File: src/rtl/arpfb_pkg.sv
package arpfb_pkg;

  // command codes carried by an input item
  typedef enum logic [1:0] {
    OP_REQUEST = 2'd0,
    OP_REPLY   = 2'd1,
    OP_QUERY   = 2'd2,
    OP_NONE    = 2'd3
  } op_t;

  // configuration register indexes
  localparam logic CFG_OWN_MAC = 1'b0;
  localparam logic CFG_OWN_IP  = 1'b1;

  localparam logic [47:0] OWN_MAC_RESET = 48'h00E93A25C229;
  localparam logic [31:0] OWN_IP_RESET  = 32'hC0A80189;

  localparam int unsigned FRAME_LEN = 42;
  localparam int unsigned BYTE_IDX_W = 6;

  typedef struct packed {
    logic [1:0]  operation;
    logic [31:0] peer_ip;
    logic [47:0] peer_mac;
  } in_item_t;

  typedef struct packed {
    logic [7:0] frame_byte;
    logic       is_frame;
    logic       resolved;
    logic       last;
  } out_item_t;

  // controller to datapath
  typedef struct packed {
    logic accept;       // take the input item, learn peer on reply
    logic idx_inc;      // advance byte / entry index
    logic cmp;          // compare table read data against peer octet
    logic load_frame;   // load next frame byte into output register
    logic load_answer;  // load query answer into output register
  } ctrl_cmd_t;

  // datapath to controller
  typedef struct packed {
    op_t  in_op;
    logic table_empty;
    logic frame_last;
    logic scan_last;
    logic slot_free;
  } ctrl_stat_t;

endpackage

File: src/rtl/arpfb_ram.sv
module arpfb_ram #(
  parameter int WIDTH = 8,
  parameter int DEPTH = 16,
  parameter int AW    = (DEPTH > 1) ? $clog2(DEPTH) : 1
) (
  input  logic             clk,
  input  logic             we,
  input  logic [AW-1:0]    waddr,
  input  logic [WIDTH-1:0] wdata,
  input  logic [AW-1:0]    raddr,
  output logic [WIDTH-1:0] rdata
);

  logic [WIDTH-1:0] mem [DEPTH];

  always_ff @(posedge clk) begin
    if (we) begin
      mem[waddr] <= wdata;
    end
    rdata <= mem[raddr];
  end

endmodule

File: src/rtl/arpfb_ctrl.sv
module arpfb_ctrl (
  input  logic                clk,
  input  logic                rst,
  input  logic                in_valid,
  output logic                in_ready,
  input  arpfb_pkg::ctrl_stat_t stat,
  output arpfb_pkg::ctrl_cmd_t  cmd
);
  import arpfb_pkg::*;

  typedef enum logic [2:0] {
    ST_IDLE,
    ST_FRAME,
    ST_READ,
    ST_CMP,
    ST_ANSWER
  } state_t;

  state_t state;
  state_t state_next;

  assign in_ready = (state == ST_IDLE);

  always_comb begin
    cmd        = '0;
    state_next = state;
    unique case (state)
      ST_IDLE: begin
        if (in_valid) begin
          cmd.accept = 1'b1;
          unique case (stat.in_op)
            OP_REQUEST, OP_REPLY: state_next = ST_FRAME;
            OP_QUERY:             state_next = stat.table_empty ? ST_ANSWER : ST_READ;
            default:              state_next = ST_IDLE;
          endcase
        end
      end
      ST_FRAME: begin
        if (stat.slot_free) begin
          cmd.load_frame = 1'b1;
          cmd.idx_inc    = 1'b1;
          if (stat.frame_last) begin
            state_next = ST_IDLE;
          end
        end
      end
      ST_READ: begin
        state_next = ST_CMP;
      end
      ST_CMP: begin
        cmd.cmp = 1'b1;
        if (stat.scan_last) begin
          state_next = ST_ANSWER;
        end else begin
          cmd.idx_inc = 1'b1;
          state_next  = ST_READ;
        end
      end
      ST_ANSWER: begin
        if (stat.slot_free) begin
          cmd.load_answer = 1'b1;
          state_next      = ST_IDLE;
        end
      end
      default: state_next = ST_IDLE;
    endcase
  end

  always_ff @(posedge clk) begin
    if (rst) begin
      state <= ST_IDLE;
    end else begin
      state <= state_next;
    end
  end

endmodule

File: src/rtl/arpfb_dp.sv
module arpfb_dp #(
  parameter int TABLE_DEPTH = 16
) (
  input  logic                 clk,
  input  logic                 rst,
  input  logic                 cfg_valid,
  input  logic                 cfg_index,
  input  logic [47:0]          cfg_data,
  input  arpfb_pkg::in_item_t  in_data,
  input  logic                 out_ready,
  output logic                 out_valid,
  output arpfb_pkg::out_item_t out_data,
  input  arpfb_pkg::ctrl_cmd_t cmd,
  output arpfb_pkg::ctrl_stat_t stat
);
  import arpfb_pkg::*;

  localparam int AW = (TABLE_DEPTH > 1) ? $clog2(TABLE_DEPTH) : 1;
  localparam int CW = $clog2(TABLE_DEPTH + 1);
  localparam int IW = (AW > BYTE_IDX_W) ? AW : BYTE_IDX_W;

  logic [47:0]   own_mac;
  logic [31:0]   own_ip;
  op_t           op;
  logic [31:0]   peer_ip;
  logic [47:0]   peer_mac;
  logic [CW-1:0] count;
  logic [IW-1:0] idx;
  logic          hit;
  logic          table_full;
  logic          learn;
  logic [7:0]    ram_q;

  logic                      reply;
  logic [47:0]               dst_mac;
  logic [47:0]               tgt_mac;
  logic [FRAME_LEN-1:0][7:0] frame;
  logic [BYTE_IDX_W-1:0]     byte_sel;

  // configuration registers
  always_ff @(posedge clk) begin
    if (rst) begin
      own_mac <= OWN_MAC_RESET;
      own_ip  <= OWN_IP_RESET;
    end else if (cfg_valid) begin
      unique case (cfg_index)
        CFG_OWN_MAC: own_mac <= cfg_data;
        CFG_OWN_IP:  own_ip  <= cfg_data[31:0];
        default:     ;
      endcase
    end
  end

  assign table_full = (count == CW'(TABLE_DEPTH));
  assign learn      = cmd.accept && (op_t'(in_data.operation) == OP_REPLY) && !table_full;

  // only the last octet of a learned ip is ever looked at
  arpfb_ram #(
    .WIDTH (8),
    .DEPTH (TABLE_DEPTH),
    .AW    (AW)
  ) u_ip_table (
    .clk   (clk),
    .we    (learn),
    .waddr (count[AW-1:0]),
    .wdata (in_data.peer_ip[7:0]),
    .raddr (idx[AW-1:0]),
    .rdata (ram_q)
  );

  always_ff @(posedge clk) begin
    if (rst) begin
      count <= '0;
    end else if (learn) begin
      count <= count + 1'b1;
    end
  end

  always_ff @(posedge clk) begin
    if (cmd.accept) begin
      op       <= op_t'(in_data.operation);
      peer_ip  <= in_data.peer_ip;
      peer_mac <= in_data.peer_mac;
    end
  end

  always_ff @(posedge clk) begin
    if (rst) begin
      idx <= '0;
      hit <= 1'b0;
    end else begin
      if (cmd.accept) begin
        idx <= '0;
      end else if (cmd.idx_inc) begin
        idx <= idx + 1'b1;
      end
      if (cmd.accept) begin
        hit <= 1'b0;
      end else if (cmd.cmp && (ram_q == peer_ip[7:0])) begin
        hit <= 1'b1;
      end
    end
  end

  // frame image, first byte in the top slot
  assign reply   = (op == OP_REPLY);
  assign dst_mac = reply ? peer_mac : 48'hFFFF_FFFF_FFFF;
  assign tgt_mac = reply ? peer_mac : 48'h0;
  assign frame = {dst_mac, own_mac,
                  8'h08, 8'h06, 8'h00, 8'h01, 8'h08, 8'h00, 8'h06, 8'h04,
                  8'h00, (reply ? 8'h02 : 8'h01),
                  own_mac, own_ip, tgt_mac, peer_ip};
  assign byte_sel = BYTE_IDX_W'(FRAME_LEN - 1) - idx[BYTE_IDX_W-1:0];

  // output register
  always_ff @(posedge clk) begin
    if (rst) begin
      out_valid <= 1'b0;
    end else if (cmd.load_frame || cmd.load_answer) begin
      out_valid <= 1'b1;
    end else if (out_ready) begin
      out_valid <= 1'b0;
    end
  end

  always_ff @(posedge clk) begin
    if (cmd.load_frame) begin
      out_data.frame_byte <= frame[byte_sel];
      out_data.is_frame   <= 1'b1;
      out_data.resolved   <= 1'b0;
      out_data.last       <= stat.frame_last;
    end else if (cmd.load_answer) begin
      out_data.frame_byte <= 8'h00;
      out_data.is_frame   <= 1'b0;
      out_data.resolved   <= hit;
      out_data.last       <= 1'b1;
    end
  end

  assign stat.in_op       = op_t'(in_data.operation);
  assign stat.table_empty = (count == '0);
  assign stat.frame_last  = (idx == IW'(FRAME_LEN - 1));
  assign stat.scan_last   = (({1'b0, idx} + 1'b1) == (IW + 1)'(count));
  assign stat.slot_free   = !out_valid || out_ready;

endmodule

File: src/rtl/arp_frame_builder_with_table.sv
// arp frame builder with a learned-peer table. each input item is a
// command with a peer ipv4 and mac address. a request streams a 42-byte
// ethernet arp request (broadcast destination, own mac/ip as sender, peer
// ip as target); a reply first stores the peer in the table when there is
// room, then streams a 42-byte arp reply addressed to the peer; a query
// gives one result telling whether a stored entry's last ip octet equals
// the low byte of peer_ip. code 3 is taken and dropped with no result.
// sequencing: a frame item is taken and then streamed one byte per cycle,
// while the output register has room, from the byte counter into the
// output register; the next item is taken once the last byte is loaded. a
// query scans the table ram one entry per read/compare pair. own_mac and
// own_ip are written on the cfg channel (index 0 and 1); the user must do
// so only while the block is idle, which the block itself does not enforce.

module arp_frame_builder_with_table #(
  parameter int TABLE_DEPTH = 16
) (
  input  logic                 clk,
  input  logic                 rst,
  // configuration writes
  input  logic                 cfg_valid,
  output logic                 cfg_ready,
  input  logic                 cfg_index,
  input  logic [47:0]          cfg_data,
  // command items
  input  logic                 in_valid,
  output logic                 in_ready,
  input  arpfb_pkg::in_item_t  in_data,
  // frame bytes and query answers
  output logic                 out_valid,
  input  logic                 out_ready,
  output arpfb_pkg::out_item_t out_data
);
  import arpfb_pkg::*;

  ctrl_cmd_t  cmd;
  ctrl_stat_t stat;

  // registers take a write in any cycle
  assign cfg_ready = 1'b1;

  // sequencer: idle, frame streaming, table scan, answer
  arpfb_ctrl u_ctrl (
    .clk      (clk),
    .rst      (rst),
    .in_valid (in_valid),
    .in_ready (in_ready),
    .stat     (stat),
    .cmd      (cmd)
  );

  // config registers, captured item, peer table, frame mux, output register
  arpfb_dp #(
    .TABLE_DEPTH (TABLE_DEPTH)
  ) u_dp (
    .clk       (clk),
    .rst       (rst),
    .cfg_valid (cfg_valid),
    .cfg_index (cfg_index),
    .cfg_data  (cfg_data),
    .in_data   (in_data),
    .out_ready (out_ready),
    .out_valid (out_valid),
    .out_data  (out_data),
    .cmd       (cmd),
    .stat      (stat)
  );

endmodule
File: config.mk
export PLATFORM = sky130hd
export DESIGN_NAME = arp_frame_builder_with_table
export DESIGN_NICKNAME = d
export VERILOG_FILES = /design/src/rtl/arpfb_pkg.sv /design/src/rtl/arpfb_ram.sv /design/src/rtl/arpfb_ctrl.sv /design/src/rtl/arpfb_dp.sv /design/src/rtl/arp_frame_builder_with_table.sv
export SDC_FILE = /design/constraint.sdc
export NUM_CORES = 1
export LEC_CHECK = 0
export BUFFER_PORTS_ARGS = -buffer_cell sky130_fd_sc_hd__buf_4
export CORE_ASPECT_RATIO = 1.5
export CORE_MARGIN = 2
export CORE_UTILIZATION = 55
export CTS_CLUSTER_SIZE = 40
export DETAILED_ROUTE_END_ITERATION = 6
export PLACE_DENSITY = 0.8
export SYNTH_ARGS = -nofsm -noshare
export SYNTH_HDL_FRONTEND = slang
export SYNTH_SLANG_ARGS = --single-unit
File: constraint.sdc
create_clock -name clk -period 7 [get_ports clk]
set_clock_uncertainty 0.15 [all_clocks]
set_input_delay 1.4 -clock clk [delete_from_list [all_inputs] [get_ports clk]]
set_output_delay 1.4 -clock clk [all_outputs]
set_load 0.02 [all_outputs]
## Yosys cells after proc, flatten, opt, wreduce, memory -nomap -nowiden

Memory sizes are Yosys's and may differ from the RTL's. A register that Yosys moved wholly into a read port is not among the register bits.
Index checks and enable logic that the tools add are counted.

| storage, ports and cells | value |
|---|---|
| bits in registers | 189 |
| memory bits (writable) | 128 |
| input bits | 136 |
| output and inout bits | 14 |
| word-level logic and storage cells | 80 |
| memories | 1 |

| cells by class | value |
|---|---|
| add/sub/neg operators | 4 |
| magnitude comparators | 1 |
| equal/unequal tests | 15 |
| mux-type cells | 27 |
| bitwise operators | 1 |
| reductions and logical operators | 17 |

Memory list:

| memory | words | bits a word | read ports | clocked after Yosys merged registers in | wr ports | RTL line | source |
|---|---|---|---|---|---|---|---|
| u_dp.u_ip_table.mem | 16 | 8 | 1 | 1 | 1 | arpfb_ram.sv:14 | `logic [WIDTH-1:0] mem [DEPTH];` |

Operators with widths:

| kind | count |
|---|---|
| $mux W48 | 2 |
| $bmux W8 S6 | 1 |
| $mux W11 | 2 |
| $mux W3 | 6 |
| $pmux W3 S5 | 1 |
| $mux W1 | 11 |
| $eq A8 B8 Y1 | 1 |
| $mux W8 | 1 |
| $ne A2 B2 Y1 const B | 4 |
| $add A6 B1 Y7 const B | 1 |
| $eq A7 B5 Y1 | 1 |
| $lt A6 B7 Y1 const B | 1 |
| $add A6 B1 Y6 const B | 1 |
| $eq A3 B2 Y1 const B | 2 |
| $eq A6 B6 Y1 const B | 1 |
| $pmux W3 S2 | 1 |
| $sub A6 B6 Y6 const A | 1 |
| $add A5 B1 Y5 const B | 1 |
| $eq A5 B5 Y1 const B | 1 |
| $logic_not A5 Y1 | 1 |
| $eq A2 B1 Y1 const B | 2 |
| $reduce_and A2 Y1 | 2 |
| $reduce_and A4 Y1 | 1 |
| $reduce_bool A2 Y1 | 2 |
| other kinds (12) | 17 |

## Longest topological paths before layout

| logic depth | value |
|---|---|
| depth in word-level cells | 6 |
| gate-level depth with buffers | 11 |
| mapped depth without buffers | 8 |

## Modules after synthesis

A second synthesis with hierarchy kept.

| second synthesis, totals | value |
|---|---|
| cells, all modules | 1033 |
| area, all modules | 13877.1 um^2 |

Modules (own cells, without submodules):

| module | times used | cells each | area each (um^2) | sequential area each (um^2) |
|---|---|---|---|---|
| arpfb_dp | 1 | 766 | 8424.3 | 4634.4 |
| arpfb_ram | 1 | 229 | 5147.4 | 4003.8 |
| arpfb_ctrl | 1 | 36 | 294.0 | 60.1 |
| arp_frame_builder_with_table | 1 | 2 | 11.3 | 0.0 |

## Least setup slack after synthesis

No wires, ideal clock.

| path | value |
|---|---|
| path type | input to register |
| start | in in_valid |
| end | reg u_dp.idx[5] |
| library setup time | 0.116 ns |
| data arrival time | 4.078 ns |
| data required time | 6.734 ns |
| path slack | 2.656 ns |
| cell stages on the path | 6 |
| buffers on the path | 0 |
| path through | or4b_4 inv_1 nor2_1 nand2_1 a21oi_1 a31o_2 |

RTL lines:

| item | RTL line | source |
|---|---|---|
| from (decl) | arp_frame_builder_with_table.sv:26 | `input logic in_valid,` |
| to (signal assigned) | arpfb_dp.sv:95 | `idx <= idx + 1'b1;` |
| to (decl) | arpfb_dp.sv:28 | `logic [IW-1:0] idx;` |

## Worst setup path after layout

| path | value |
|---|---|
| start | reg u_dp.idx[1] |
| end | reg, netlist name u_dp.out_data[10] |

| on the way | value |
|---|---|
| cells in the longest elaborated chain, start to end | 4 |

RTL lines:

| item | RTL line | source |
|---|---|---|
| $sub A6 B6 Y6 | arpfb_dp.sv:113 | `assign byte_sel = BYTE_IDX_W'(FRAME_LEN - 1) - idx[BYTE_IDX_W-1:0];` |
| $bmux W8 S6 | arpfb_dp.sv:128 | `out_data.frame_byte <= frame[byte_sel];` |
| $mux W8 (not written as such) | arpfb_dp.sv:128 |  |
| $mux W11 | arpfb_dp.sv:127 | `if (cmd.load_frame) begin` |

Every way passes these cells. The select of a mux whose other input is x is not followed.
A chain may end at the register's enable or synchronous reset.

==> run_results.csv <==
group,metric,value,unit
critical_path,cp.required,7.14,ns
sta,period_needed,3.754,ns
floorplan,core,25050,um^2
clock_tree,ctsHtreeMaxLevel,1,
route,vias,9366,
route,finalWirelength,35820,um
critical_path,slowest_stage,"ha_1",
placed_design,gp_congestion,0.9246,
layout,drive_gt1_share,24.88,%
clock_tree,cts.clk_slew.worst_paths,0.07,ns
sta,finalWorstSetupSlack,3.246,ns
logic_synthesis,synth_edf_count,219,
placed_design,place.detailed.hpwl,24900,um
route,dr.max_layer_used,"met4",
logic_synthesis,yosysSeqAreaShare,62.18,%
global_route,track_usage,27.12,%
clock_tree,postCtsSetupBuffers,0,
clock_tree,clock_sinks,325,
layout,diodes,0,
logic_synthesis,synth_cells,1064,
clock_tree,cts_hold_buf,0,
logic_synthesis,synth_nets,1208,
sta,clock.fmax,0.2664,GHz
placed_design,numPortBuffers,148,
critical_path,slowest_delay,0.64,ns
floorplan,start_util,55.84,%
floorplan,rows,71,
clock_tree,clockBufferDepth,3,
critical_path,crit_type,"flip-flop to flip-flop",
logic_synthesis,async_reset_ff_share,0,%
power,power.density,250.4,nW/um^2
global_route,grt_pass1_vias,9490,
global_route,grt-ovfl-total,0,
sta,setup_tns,0,ns
critical_path,worstPathCellList,"clkinv_1 -> ha_1 -> buf_4 -> mux4_2 -> and3_1 -> a311o_1 -> a221oi_1 -> o32ai_1",
global_route,grt_max_degree,78,
floorplan,die_h,199.3,um
power,leakage,5.649,nW
floorplan,dieArea,26750,um^2
clock_tree,cts_tree,"done",
clock_tree,cts_root_buf,"clkbuf_16",
power,worst_ir_drop_vdd,299.4,uV
route,wl_per_cell,23.29,um
run_status,status,"complete, no violations",
route,drcViolationCount,0,
route,wl_met1,12480,um
clock_tree,cts_resized,0,
critical_path,arrival,3.90,ns
layout,n_fill_cell,1894,
route,ant_nets,0,
layout,nets,1331,
logic_synthesis,syn_area_per_cell,13.15,um^2
run,maxCapViolCount,0,
clock_tree,cts-buffers-inserted,30,
logic_synthesis,synth_area_leaders,"edfxtp_1, dfxtp_1, mux4_2, nand2_1, a21oi_1",
route,firstDrtPassIters,5,
sta,worst_slew_pin_slew,1.229,ns
critical_path,crit_fanout,30,
logic_synthesis,syn_area,13990,um^2
layout,fin_util,64.66,%
critical_path,end_kind,"flip-flop",
floorplan,io_pins,150,
critical_path,critPathLaunchType,"flip-flop",
route,wl_met3,1902,um
power,power.total,4.056,mW
sta,slew_viol_final,0,
hold_path,hp-class,"flip-flop to flip-flop",
floorplan,die_w,134.2,um
logic_synthesis,yosysUniqueCellTypes,76,
logic_synthesis,ys_ff_latch,325,
logic_synthesis,yosysTopAreaCellShare,47.01,%
global_route,grt_pass1_wl,54450,um
clock_tree,insertion_delay,0.55,ns
route,drt_iter0_drc,722,
sta,final.period_utilization,53.63,%
placed_design,place_ws,3.081,ns
layout,final_common_cell,"edfxtp_1",
layout,area_delta_synth_final,15.79,%
logic_synthesis,ys.flop_type,"edfxtp_1",
sta,maxSlewHeadroom,18.07,%
sta,rsz0062_at_grt,"no",
logic_synthesis,yosysTopAreaCell,"edfxtp_1",
route,viasPerCell,6.090,
sta,setup_viol,0,
route,dr_wl_met2,19790,um
logic_synthesis,yosysWarningCount,0,
sta,final_hold_viol_count,0,
global_route,antenna_found_initial,0,
layout,mostFrequentLayoutCells,"edfxtp_1, nand2_1, buf_4, dfxtp_1, a21oi_1",
## metal layers
metal | track usage [%] | up-vias
li1 | - | 4212
met1 | 30.80 | 4687
met2 | 50.96 | 372
met3 | 3.298 | 95
met4 | 11.89 | 0
met5 | 0 | -
## cell families after synthesis
logic type      share of synthesized area [%]
other cells                           0.02681
xor+xnor                                1.816
simple gates                            11.51
buf+inv                                 3.050
fa+ha+maj                              0.7155
compound gates                          7.379
flops                                   62.18
mux                                     13.33
## synth_stat cells, types with 3 or more instances
cell type	number
edfxtp_1	219
nand2_1	200
dfxtp_1	106
a21oi_1	79
mux4_2	68
nor2_1	49
nand3_1	37
clkbuf_1	29
mux2i_1	22
nor3_1	20
o21ai_0	20
buf_2	16
xor2_1	13
inv_1	11
xnor2_1	11
a221oi_1	10
mux2_2	10
buf_1	9
buf_4	9
ha_1	8
nand2b_1	8
nor2b_1	8
o22ai_1	8
a31oi_1	7
a211oi_1	6
buf_6	6
and3_1	4
nor3b_1	4
nor4_1	4
o32ai_1	4
a22oi_1	3
o211ai_1	3
o21a_1	3
## power breakdown
group | leakage [nW] | internal (mW) | switching [mW] | total, mW
Clock | 0.443 | 0.848 | 0.699 | 1.55
Sequential | 2.89 | 2.13 | 0.0416 | 2.17
Combinational | 2.31 | 0.152 | 0.188 | 0.339
Total | 5.65 | 3.13 | 0.928 | 4.06
## worst paths after layout
kind,slack (ns),from,end,cells past startpoint
setup / recovery,3.25,u_dp.idx[1],u_dp.out_data[10],8
hold / removal,0.30,u_dp.own_ip[9],u_dp.own_ip[9],2
setup reg to reg,3.25,u_dp.idx[1],u_dp.out_data[10],8
hold reg to reg,0.30,u_dp.own_ip[9],u_dp.own_ip[9],2
## metrics by stage
stage | cell area (um^2) | hold slack [ns] | instances
2_1_floorplan | 13990 | 0.2829 | 1064
3_3_place_gp | 15270 | 0.2885 | 1483
3_5_place_dp | 15270 | 0.2965 | 1483
4_1_cts | 16200 | 0.3052 | 1538
5_1_grt | 16200 | 0.3217 | 1538
6_report | 16200 | 0.3018 | 1538
## registers in the layout, summed over array words and instances, names as in the netlist
name,flops
u_dp.own_ip,32
u_dp.u_ip_table.mem,128
u_dp.u_ip_table.rdata,8
u_dp.out_data,11
u_dp.own_mac,48
u_dp.idx,6
u_dp.peer_mac,48
u_dp.out_valid,1
u_dp.op,2
u_dp.peer_ip,32
u_dp.count,5
u_ctrl.state,3
u_dp.hit,1
## final cells by class
cell class,instances,area (um^2),area share (%)
Clock inverter,19,136.4,0.8420
Timing Repair Buffer,161,1221,7.539
Tap cell,328,410.4,2.534
Clock buffer,36,794.5,4.905
Multi-Input combinational cell,656,4880,30.13
Inverter,13,50.05,0.3090
Sequential cell,325,8706,53.75
## critical path: cells and delay by family (launching register included)
kind	cells	cell delay [ns]
AO/OA/AOI/OAI	3	0.62
adder cells (fa/ha/maj)	1	0.64
buffers and inverters	2	0.86
flip-flops	1	0.61
multiplexers	1	0.37
AND/OR/NAND/NOR	1	0.20
Note: power is estimated with default switching activity, not from simulation.
